[src/hdl/qcr_pkg.sv]
`default_nettype none
package qcr_pkg;

  localparam int FracBits    = 14;
  localparam int CompWidth   = 16;
  localparam int ThreshReset = 97;
  localparam int CfgAddrW    = 3;
  localparam logic [CfgAddrW-1:0] RegRenormThreshold = 3'd0;

endpackage
`default_nettype wire

[src/hdl/qcr_front.sv]
`default_nettype none
// Front part: forms the saturated Hamilton product and decides renormalization.
module qcr_front #(
  parameter int FRAC_BITS  = qcr_pkg::FracBits,
  parameter int COMP_WIDTH = qcr_pkg::CompWidth
) (
  input  wire                          clk_i,
  input  wire                          rst_ni,
  input  wire  [7:0]                   thresh_i,
  input  wire                          in_valid_i,
  output logic                         in_ready_o,
  input  wire  signed [COMP_WIDTH-1:0] a_w_i,
  input  wire  signed [COMP_WIDTH-1:0] a_x_i,
  input  wire  signed [COMP_WIDTH-1:0] a_y_i,
  input  wire  signed [COMP_WIDTH-1:0] a_z_i,
  input  wire  signed [COMP_WIDTH-1:0] b_w_i,
  input  wire  signed [COMP_WIDTH-1:0] b_x_i,
  input  wire  signed [COMP_WIDTH-1:0] b_y_i,
  input  wire  signed [COMP_WIDTH-1:0] b_z_i,
  output logic                         q_valid_o,
  input  wire                          q_ready_i,
  output logic [4*COMP_WIDTH:0]        q_data_o
);
  localparam int PW = 2 * COMP_WIDTH;
  localparam int SW = PW + 3;

  typedef enum logic [2:0] {
    StIdle = 3'b001,
    StMul  = 3'b010,
    StOut  = 3'b100
  } st_e;

  st_e st_q, st_d;
  logic [1:0] comp_q;
  logic signed [COMP_WIDTH-1:0] a_q [4];
  logic signed [COMP_WIDTH-1:0] b_q [4];
  logic signed [COMP_WIDTH-1:0] r_q [4];
  logic [7:0] cnt_q;
  logic       renorm_q;

  // per-component operand selection: term k uses a[ia[k]]*b[ib[k]], subtracted when neg[k] is set
  logic [1:0] ia [4];
  logic [1:0] ib [4];
  logic [3:0] neg;
  always_comb begin
    case (comp_q)
      2'd0: begin
        ia[0] = 2'd0; ib[0] = 2'd0; ia[1] = 2'd1; ib[1] = 2'd1;
        ia[2] = 2'd2; ib[2] = 2'd2; ia[3] = 2'd3; ib[3] = 2'd3; neg = 4'b1110;
      end
      2'd1: begin
        ia[0] = 2'd2; ib[0] = 2'd3; ia[1] = 2'd3; ib[1] = 2'd2;
        ia[2] = 2'd1; ib[2] = 2'd0; ia[3] = 2'd0; ib[3] = 2'd1; neg = 4'b0010;
      end
      2'd2: begin
        ia[0] = 2'd3; ib[0] = 2'd1; ia[1] = 2'd1; ib[1] = 2'd3;
        ia[2] = 2'd2; ib[2] = 2'd0; ia[3] = 2'd0; ib[3] = 2'd2; neg = 4'b0010;
      end
      default: begin
        ia[0] = 2'd1; ib[0] = 2'd2; ia[1] = 2'd2; ib[1] = 2'd1;
        ia[2] = 2'd3; ib[2] = 2'd0; ia[3] = 2'd0; ib[3] = 2'd3; neg = 4'b0010;
      end
    endcase
  end

  logic signed [SW-1:0] sum;
  logic signed [PW-1:0] prod;
  logic signed [SW-1:0] term;
  logic signed [COMP_WIDTH-1:0] sat_v;
  localparam logic signed [SW-1:0] Hi = SW'((64'sd1 <<< (COMP_WIDTH - 1)) - 1);
  localparam logic signed [SW-1:0] Lo = -Hi - SW'(1);
  always_comb begin
    sum = '0;
    for (int k = 0; k < 4; k++) begin
      prod = a_q[ia[k]] * b_q[ib[k]];
      term = SW'(prod >>> FRAC_BITS);
      sum  = neg[k] ? sum - term : sum + term;
    end
    if (sum > Hi) sat_v = Hi[COMP_WIDTH-1:0];
    else if (sum < Lo) sat_v = Lo[COMP_WIDTH-1:0];
    else sat_v = sum[COMP_WIDTH-1:0];
  end

  logic [8:0] nxt;
  assign nxt = {1'b0, cnt_q} + 9'd1;
  logic acc;
  assign in_ready_o = (st_q == StIdle);
  assign acc = in_valid_i && in_ready_o;

  always_comb begin
    st_d = st_q;
    case (st_q)
      StIdle:  if (in_valid_i) st_d = StMul;
      StMul:   if (comp_q == 2'd3) st_d = StOut;
      StOut:   if (q_ready_i) st_d = StIdle;
      default: st_d = StIdle;
    endcase
  end

  always_ff @(posedge clk_i or negedge rst_ni) begin
    if (!rst_ni) begin
      st_q     <= StIdle;
      comp_q   <= '0;
      cnt_q    <= '0;
      renorm_q <= 1'b0;
    end else begin
      st_q <= st_d;
      if (acc) begin
        comp_q <= '0;
        if (nxt > {1'b0, thresh_i}) begin
          cnt_q    <= '0;
          renorm_q <= 1'b1;
        end else begin
          cnt_q    <= nxt[7:0];
          renorm_q <= 1'b0;
        end
      end else if (st_q == StMul) begin
        comp_q <= comp_q + 2'd1;
      end
    end
  end

  always_ff @(posedge clk_i) begin
    if (acc) begin
      a_q[0] <= a_w_i; a_q[1] <= a_x_i; a_q[2] <= a_y_i; a_q[3] <= a_z_i;
      b_q[0] <= b_w_i; b_q[1] <= b_x_i; b_q[2] <= b_y_i; b_q[3] <= b_z_i;
    end
    if (st_q == StMul) r_q[comp_q] <= sat_v;
  end

  assign q_valid_o = (st_q == StOut);
  assign q_data_o  = {renorm_q, r_q[0], r_q[1], r_q[2], r_q[3]};
endmodule
`default_nettype wire

[src/hdl/qcr_queue.sv]
`default_nettype none
module qcr_queue #(
  parameter int W = 65
) (
  input  wire          clk_i,
  input  wire          rst_ni,
  input  wire          in_valid_i,
  output logic         in_ready_o,
  input  wire  [W-1:0] in_data_i,
  output logic         out_valid_o,
  input  wire          out_ready_i,
  output logic [W-1:0] out_data_o
);
  logic [W-1:0] mem_q [2];
  logic [1:0] cnt_q;
  logic wp_q, rp_q;
  logic push, pop;
  assign in_ready_o  = (cnt_q != 2'd2);
  assign out_valid_o = (cnt_q != 2'd0);
  assign push = in_valid_i && in_ready_o;
  assign pop  = out_valid_o && out_ready_i;
  assign out_data_o = mem_q[rp_q];

  always_ff @(posedge clk_i or negedge rst_ni) begin
    if (!rst_ni) begin
      cnt_q <= '0;
      wp_q  <= 1'b0;
      rp_q  <= 1'b0;
    end else begin
      if (push) wp_q <= ~wp_q;
      if (pop) rp_q <= ~rp_q;
      cnt_q <= cnt_q + {1'b0, push} - {1'b0, pop};
    end
  end

  always_ff @(posedge clk_i) begin
    if (push) mem_q[wp_q] <= in_data_i;
  end
endmodule
`default_nettype wire

[src/hdl/qcr_back.sv]
`default_nettype none
// Back part: flagged items get sum of squares, bit-serial root and restoring divides.
module qcr_back #(
  parameter int FRAC_BITS  = qcr_pkg::FracBits,
  parameter int COMP_WIDTH = qcr_pkg::CompWidth
) (
  input  wire                   clk_i,
  input  wire                   rst_ni,
  input  wire                   q_valid_i,
  output logic                  q_ready_o,
  input  wire  [4*COMP_WIDTH:0] q_data_i,
  output logic                  out_valid_o,
  input  wire                   out_ready_i,
  output logic [COMP_WIDTH-1:0] r_w_o,
  output logic [COMP_WIDTH-1:0] r_x_o,
  output logic [COMP_WIDTH-1:0] r_y_o,
  output logic [COMP_WIDTH-1:0] r_z_o,
  output logic                  renormalized_o
);
  localparam int CW  = COMP_WIDTH;
  localparam int SQW = 2 * CW + 2;        // sum of four squares
  localparam int RW  = SQW / 2;           // root width
  localparam int NW  = CW + FRAC_BITS;    // dividend width
  localparam int QW  = NW + 1;
  localparam int RCW = $clog2(RW + 1);
  localparam int DCW = $clog2(NW + 1);

  typedef enum logic [5:0] {
    StIdle = 6'b000001,
    StSq   = 6'b000010,
    StRoot = 6'b000100,
    StDiv  = 6'b001000,
    StFix  = 6'b010000,
    StOut  = 6'b100000
  } st_e;

  st_e st_q, st_d;
  logic signed [CW-1:0] r_q [4];
  logic [1:0] idx_q;
  logic [SQW-1:0] s_q;
  logic [RW+1:0] rem_q;
  logic [RW-1:0] root_q;
  logic [RCW-1:0] rcnt_q;
  logic [NW-1:0] num_q;
  logic [RW:0] drem_q;
  logic [DCW-1:0] dcnt_q;
  logic flag_q;

  logic [CW-1:0] mag;
  assign mag = r_q[idx_q][CW-1] ? CW'(-r_q[idx_q]) : r_q[idx_q];

  // root step
  logic [RW+1:0] rem_sh, trial;
  assign rem_sh = {rem_q[RW-1:0], s_q[SQW-1 -: 2]};
  assign trial  = {root_q, 2'b01};

  // divide step: dividend bit shifted into partial remainder
  logic [RW+1:0] dsh;
  assign dsh = {drem_q, num_q[NW-1]};
  logic dge;
  assign dge = dsh >= {2'b00, root_q};

  logic [QW-1:0] qval;
  logic [RW+1:0] qrnd;
  logic [CW-1:0] satq;
  localparam logic [QW-1:0] MaxP = QW'((64'd1 << (CW - 1)) - 1);
  always_comb begin
    // num_q holds quotient q; drem_q remainder rem; divisor m is root_q. round:
    // (num + floor(m/2)) / m = q + (rem + floor(m/2) >= m)
    qrnd = {1'b0, drem_q} + {2'b00, 1'b0, root_q[RW-1:1]};
    qval = {1'b0, num_q} + QW'(qrnd >= {2'b00, root_q});
    if (r_q[idx_q][CW-1]) begin
      if (qval > MaxP + QW'(1)) satq = {1'b1, {(CW-1){1'b0}}};
      else satq = CW'(-qval);
    end else begin
      if (qval > MaxP) satq = MaxP[CW-1:0];
      else satq = qval[CW-1:0];
    end
  end

  assign q_ready_o = (st_q == StIdle);
  always_comb begin
    st_d = st_q;
    case (st_q)
      StIdle: if (q_valid_i) st_d = q_data_i[4*CW] ? StSq : StOut;
      StSq:   if (idx_q == 2'd3) st_d = StRoot;
      StRoot: if (rcnt_q == RCW'(RW - 1)) st_d = StDiv;
      StDiv:  if (root_q == '0) st_d = StOut;
              else if (dcnt_q == DCW'(NW)) st_d = StFix;
      StFix:  st_d = (idx_q == 2'd3) ? StOut : StDiv;
      StOut:  if (out_ready_i) st_d = StIdle;
      default: st_d = StIdle;
    endcase
  end

  always_ff @(posedge clk_i or negedge rst_ni) begin
    if (!rst_ni) begin
      st_q <= StIdle;
      idx_q <= '0;
      rcnt_q <= '0;
      dcnt_q <= '0;
      flag_q <= 1'b0;
    end else begin
      st_q <= st_d;
      case (st_q)
        StIdle: begin
          idx_q <= '0;
          rcnt_q <= '0;
          flag_q <= 1'b0;
        end
        StSq: idx_q <= idx_q + 2'd1;
        StRoot: begin
          rcnt_q <= rcnt_q + RCW'(1);
          if (rcnt_q == RCW'(RW - 1)) begin
            idx_q <= '0;
            dcnt_q <= '0;
          end
        end
        StDiv: dcnt_q <= dcnt_q + DCW'(1);
        StFix: begin
          idx_q <= idx_q + 2'd1;
          dcnt_q <= '0;
          flag_q <= 1'b1;
        end
        default: ;
      endcase
    end
  end

  always_ff @(posedge clk_i) begin
    case (st_q)
      StIdle: begin
        r_q[0] <= q_data_i[4*CW-1 -: CW];
        r_q[1] <= q_data_i[3*CW-1 -: CW];
        r_q[2] <= q_data_i[2*CW-1 -: CW];
        r_q[3] <= q_data_i[CW-1 -: CW];
        s_q <= '0;
        rem_q <= '0;
        root_q <= '0;
      end
      StSq: begin
        s_q <= s_q + SQW'(mag * mag);
        if (idx_q == 2'd3) begin
          num_q <= '0;
        end
      end
      StRoot: begin
        s_q <= s_q << 2;
        if (rem_sh >= trial) begin
          rem_q  <= rem_sh - trial;
          root_q <= {root_q[RW-2:0], 1'b1};
        end else begin
          rem_q  <= rem_sh;
          root_q <= {root_q[RW-2:0], 1'b0};
        end
        if (rcnt_q == RCW'(RW - 1)) begin
          drem_q <= '0;
        end
      end
      StDiv: begin
        if (dcnt_q == '0) begin
          num_q  <= {mag, {FRAC_BITS{1'b0}}};
          drem_q <= '0;
        end else begin
          num_q <= {num_q[NW-2:0], dge};
          drem_q <= dge ? (RW+1)'(dsh - {2'b00, root_q}) : dsh[RW:0];
        end
      end
      StFix: r_q[idx_q] <= satq;
      default: ;
    endcase
  end

  assign out_valid_o    = (st_q == StOut);
  assign r_w_o          = r_q[0];
  assign r_x_o          = r_q[1];
  assign r_y_o          = r_q[2];
  assign r_z_o          = r_q[3];
  assign renormalized_o = flag_q;
endmodule
`default_nettype wire

[src/hdl/quaternion_compose_renormalize_core.sv]
// Quaternion compose with periodic renormalization.
// Input channel (in_valid_i/in_ready_o) takes two Q2.14 quaternions a and b;
// output channel (out_valid_o/out_ready_i) returns their saturated Hamilton
// product r and a renormalized flag. An item is moved when valid and ready
// are both high.
// The front computes one product component per cycle (four multipliers) and
// takes no new item until the last one has left it. A two-entry queue
// separates it from the back. Plain items go from the back's idle state straight
// to its output. Every threshold+1 items one is renormalized: squares summed,
// bit-serial root taken, then each component restoring-divided by the root.
// renorm_threshold is written through the APB port at address 0 (reset 97).
// Reset clears the call counter, the queue and both state machines.
// When the receiver stalls, the result holds on the output, the queue fills,
// and then in_ready_o drops.
`default_nettype none
module quaternion_compose_renormalize_core #(
  parameter int FRAC_BITS  = qcr_pkg::FracBits,
  parameter int COMP_WIDTH = qcr_pkg::CompWidth
) (
  input  wire                          clk_i,
  input  wire                          rst_ni,
  input  wire                          psel,
  input  wire                          penable,
  input  wire                          pwrite,
  input  wire  [qcr_pkg::CfgAddrW-1:0] paddr,
  input  wire  [31:0]                  pwdata,
  output logic [31:0]                  prdata,
  output logic                         pready,
  input  wire                          in_valid_i,
  output logic                         in_ready_o,
  input  wire  signed [COMP_WIDTH-1:0] a_w_i,
  input  wire  signed [COMP_WIDTH-1:0] a_x_i,
  input  wire  signed [COMP_WIDTH-1:0] a_y_i,
  input  wire  signed [COMP_WIDTH-1:0] a_z_i,
  input  wire  signed [COMP_WIDTH-1:0] b_w_i,
  input  wire  signed [COMP_WIDTH-1:0] b_x_i,
  input  wire  signed [COMP_WIDTH-1:0] b_y_i,
  input  wire  signed [COMP_WIDTH-1:0] b_z_i,
  output logic                         out_valid_o,
  input  wire                          out_ready_i,
  output logic signed [COMP_WIDTH-1:0] r_w_o,
  output logic signed [COMP_WIDTH-1:0] r_x_o,
  output logic signed [COMP_WIDTH-1:0] r_y_o,
  output logic signed [COMP_WIDTH-1:0] r_z_o,
  output logic                         renormalized_o
);
  localparam int DW = 4 * COMP_WIDTH + 1;

  logic [7:0] thresh_q;
  assign pready = 1'b1;
  assign prdata = (paddr == qcr_pkg::RegRenormThreshold) ? {24'd0, thresh_q} : 32'd0;

  always_ff @(posedge clk_i or negedge rst_ni) begin
    if (!rst_ni) begin
      thresh_q <= 8'(qcr_pkg::ThreshReset);
    end else if (psel && penable && pwrite && paddr == qcr_pkg::RegRenormThreshold) begin
      thresh_q <= pwdata[7:0];
    end
  end

  logic f_valid, f_ready, b_valid, b_ready;
  logic [DW-1:0] f_data, b_data;

  qcr_front #(.FRAC_BITS(FRAC_BITS), .COMP_WIDTH(COMP_WIDTH)) u_front (
    .clk_i, .rst_ni, .thresh_i(thresh_q), .in_valid_i, .in_ready_o,
    .a_w_i, .a_x_i, .a_y_i, .a_z_i, .b_w_i, .b_x_i, .b_y_i, .b_z_i,
    .q_valid_o(f_valid), .q_ready_i(f_ready), .q_data_o(f_data)
  );

  qcr_queue #(.W(DW)) u_queue (
    .clk_i, .rst_ni, .in_valid_i(f_valid), .in_ready_o(f_ready), .in_data_i(f_data),
    .out_valid_o(b_valid), .out_ready_i(b_ready), .out_data_o(b_data)
  );

  qcr_back #(.FRAC_BITS(FRAC_BITS), .COMP_WIDTH(COMP_WIDTH)) u_back (
    .clk_i, .rst_ni, .q_valid_i(b_valid), .q_ready_o(b_ready), .q_data_i(b_data),
    .out_valid_o, .out_ready_i, .r_w_o, .r_x_o, .r_y_o, .r_z_o, .renormalized_o
  );
endmodule
`default_nettype wire
[config.mk]
export PLATFORM = sky130hd
export DESIGN_NAME = quaternion_compose_renormalize_core
export DESIGN_NICKNAME = d
export VERILOG_FILES = /design/src/hdl/qcr_pkg.sv /design/src/hdl/qcr_front.sv /design/src/hdl/qcr_queue.sv /design/src/hdl/qcr_back.sv /design/src/hdl/quaternion_compose_renormalize_core.sv
export SDC_FILE = /design/constraint.sdc
export NUM_CORES = 2
export LEC_CHECK = 0
export BUFFER_PORTS_ARGS = -buffer_cell sky130_fd_sc_hd__buf_2
export CAP_MARGIN = 30
export CORE_ASPECT_RATIO = 0.8
export CORE_UTILIZATION = 28
export DETAILED_ROUTE_END_ITERATION = 7
export GPL_TIMING_DRIVEN = 0
export PLACE_DENSITY = 0.41
export SLEW_MARGIN = 20
export SYNTH_ARGS = -nofsm -noshare
export SYNTH_HDL_FRONTEND = slang
export SYNTH_SLANG_ARGS = --single-unit
[constraint.sdc]
create_clock -name clk_i -period 20.9 [get_ports clk_i]
set_clock_uncertainty 0.05 [all_clocks]
set_input_delay 3.135 -clock clk_i [delete_from_list [all_inputs] [get_ports clk_i]]
set_output_delay 3.135 -clock clk_i [all_outputs]
set_load 0.005 [all_outputs]
==> summary.md <==
| Metric | Value |
|---|---|
| Status | complete, no violations |
| # rows | 173 |
| Grt ovf | 0 |
| Worst Setup Path Type | flop to flop |
| Num CTS Buffers | 66 |
| Mapped Cells | 8184 |
| Most common cell after layout, fill and taps aside | inv_1 |
| All-Layer GR Usage | approximately a fifth |
| Final Hold Viols | 0 |
| Final net count | 10590 |
| Clk pin slew, worst setup/hold paths | 0.07 ns |
| Htree depth | 3 |
| Detail Placement HPWL | 225500 um |
| Number of global-route vias before repair | 61070 |
| First-pass GRT wire length | 403600 um |
| Post-synthesis sequential area ratio | about a fifth |
| Drt via density | 4.758 |
| I/O Buffers | 220 |
| Initial DRC Count | between 4000 and 5000 |
| Worst Tran Pin Value | 1.118 ns |
| Util after Layout | about a third |
| Worst EP required | 21.27 ns |
| P&R area growth vs syn | 11.32% |
| Worst-Skew Late Latency | 0.70 ns |
| Max-cap violations | 0 |
| Synth Cell Area | 78850 um2 |
| Initial antenna violation count | 19 |
| GP Congestion | 0.9179 |
| Crit-path max cell delay | 0.66 ns |
| Die area | 283700 um2 |
| Relative slew slack | 24.98% |
| Antenna viol nets, final | 0 |
| CTS tree | yes |
| Syn avg cell area | 9.634 um2 |
| Vias | 58530 |
| Post-synth top flop | edfxtp_1 |
| DRC errors left | 0 |
| Root buffer cell | clkbuf_16 |
| Async SR Flop Fraction | under 10% |
| Die height | 476.6 um |
| DR WL/cell | 21.75 um |
| Worst path top cell family by delay | compound AO/OA/AOI/OAI gates |
| Commonest cells after routing, fill and taps aside | inv_1 (1630), fa_1 (1244), nand2_1 (929), nor2_1 (659), ha_1 (603) |
| Total wire length | between 200000 and 300000 um |
| Crit-path max FO | 10 |
| Critical path endpoint category | flop |
| Synth Register Bits | 547 |
| Die Wd | a little under 600 um |
| Critical Path Source Type | flop |
| Final setup fails | 0 |
| WP buf/inv | 10 |
| FMAX | between 0.05 and 0.06 GHz |
| CP arrival | 19.72 ns |
| Layout cell share with drive strength beyond 1 | 7.295% |
| Yosys Warn Count | 0 |
| Final min period | 19.35 ns |
| # clock sinks | around 550 |
| Drt pass-1 iters | 6 |
| Pin count of the biggest net entering global routing | 104 |
| IO Pins | between 200 and 300 |
| Slowest CP cell | buf_1 |
| RSZ-0062 raised after global routing | no |
| Synth cell types | slightly above 90 |
| Post-synth EDFFs | roughly 500 |
| Starting density of the core | 28.28% |
| Hold-fix buffers, CTS | 0 |
| Final Cycle Share | between 90 and 100% |
| TNS Setup | 0 ns |
| Hold Crit Class | flop to flop |
| Core ar. | 278800 um2 |
| Final Max Tran Viols | 0 |
| CTS max path bufs | 3 |
| CP most frequent cell | o21ai_0 |
==> final timing paths <==
path | startpoint | to | slack (ns) | depth (start not counted)
hold reg to reg | u_front.r_q[3][12] | u_queue.mem_q[0][12] | 0.39 | 0
setup / recovery | u_front.comp_q[0] | u_front.r_q[1][1] | 1.55 | 65
min in group asynchronous | rst_ni | u_front.cnt_q[1] | 2.25 | 1
hold / removal | u_front.r_q[3][12] | u_queue.mem_q[0][12] | 0.39 | 0
setup reg to reg | u_front.comp_q[0] | u_front.r_q[1][1] | 1.55 | 65
max in group asynchronous | rst_ni | u_front.st_q[0] | 17.93 | 2
==> sequential cells by signal, summed over array words and instances, names as in the netlist <==
register and count:
u_front.a_q 64, u_front.b_q 64, u_back.rcnt_q 5, thresh_q 8
u_back.st_q 6, u_back.r_q 64, u_front.r_q 64, u_back.root_q 17
u_queue.cnt_q 2, u_front.renorm_q 1, u_back.drem_q 18, u_front.comp_q 2
u_back.idx_q 2, u_queue.mem_q 130, u_queue.rp_q 1, u_front.st_q 3
u_back.dcnt_q 5, u_queue.wp_q 1, u_back.s_q 34, u_front.cnt_q 8
u_back.rem_q 17, u_back.renormalized_o 1, u_back.num_q 30
==> kinds of logic (layout without fill, tap and decap cells) <==
| family | count (synthesis) | in the layout | synth area share [%] |
|---|---|---|---|
| AO/OA/AOI/OAI | 1001 | 1001 | 8.184 |
| XOR/XNOR | 294 | 294 | 3.283 |
| adder cells (fa/ha/maj) | 1847 | 1847 | 41.15 |
| buffers and inverters | 1920 | 2323 | 9.283 |
| flip-flops | 547 | 547 | 20.55 |
| multiplexers | 253 | 253 | 4.264 |
| other | 2 | 43 | 0.009525 |
| AND/OR/NAND/NOR | 2320 | 2320 | 13.27 |
==> area by class of cell <==
| cell class | count | area, um2 |
|---|---|---|
| inverter | 1640 | 6163 |
| sequential | 547 | 16210 |
| tap | 3675 | 4598 |
| buffer | 280 | 1164 |
| antenna | 6 | 15.01 |
| fill | 29250 | 191000 |
| timing repair buffer | 286 | 1826 |
| clock inverter | 38 | 480.5 |
| clock buffer | 79 | 1722 |
| multi-input combinational | 5752 | 55600 |
==> synth_stat cells, types with 78 or more instances <==
| master | count | share of area, % |
|---|---|---|
| ha_1 | 603 | 9.6 |
| clkbuf_1 | 211 | 1.0 |
| nand2b_1 | 78 | 0.62 |
| nand2_1 | 931 | 4.4 |
| a21oi_1 | 263 | 1.7 |
| fa_1 | 1244 | 32 |
| a21o_1 | 103 | 0.98 |
| o21a_1 | 80 | 0.76 |
| xnor2_1 | 192 | 2.1 |
| o21ai_0 | 194 | 1.2 |
| edfxtp_1 | 502 | 19 |
| mux2i_1 | 130 | 1.7 |
| xor2_1 | 101 | 1.1 |
| and2_1 | 171 | 1.4 |
| inv_1 | 1632 | 7.8 |
| nor2_1 | 659 | 3.1 |
| nor2b_1 | 121 | 0.96 |
| nand3_1 | 91 | 0.58 |
==> through the flow <==
| step | worst slack [ns] | std cells | cell area, um2 | hold slack (ns) |
|---|---|---|---|---|
| 6_report | 1.554 | 12300 | 87780 | 0.3869 |
| 5_1_grt | 0.05409 | 12300 | 87760 | 0.3985 |
| 4_1_cts | 1.427 | 12280 | 87620 | 0.3903 |
| 3_5_place_dp | 1.603 | 12160 | 85420 | 0.3796 |
| 3_3_place_gp | 1.111 | 12110 | 84680 | 0.3731 |
| 2_1_floorplan | 6.039 | 8219 | 78980 | 0.3715 |
==> metal layers <==
layer / part of all wire (%) / global-route usage, % / vias to the layer above / wire length, um
li1: - / - / 26820 / -
met1: 50 / 29.02 / 30000 / 134000
met2: 42 / 27.91 / 1526 / 111500
met3: 6.7 / 3.671 / 182 / 18030
met4: 1.5 / 2.869 / 0 / 4054
met5: 0 / 0 / - / 0
==> timing repair <==
item,in CTS,in global routing
endpoints found under the hold margin,0,0
setup buffers,0,0
gates resized for setup,0,1
setup endpoints to repair,0,6
Power is not shown: default switching activity piles up to over one toggle a cycle in this logic, so the estimate is an artifact.
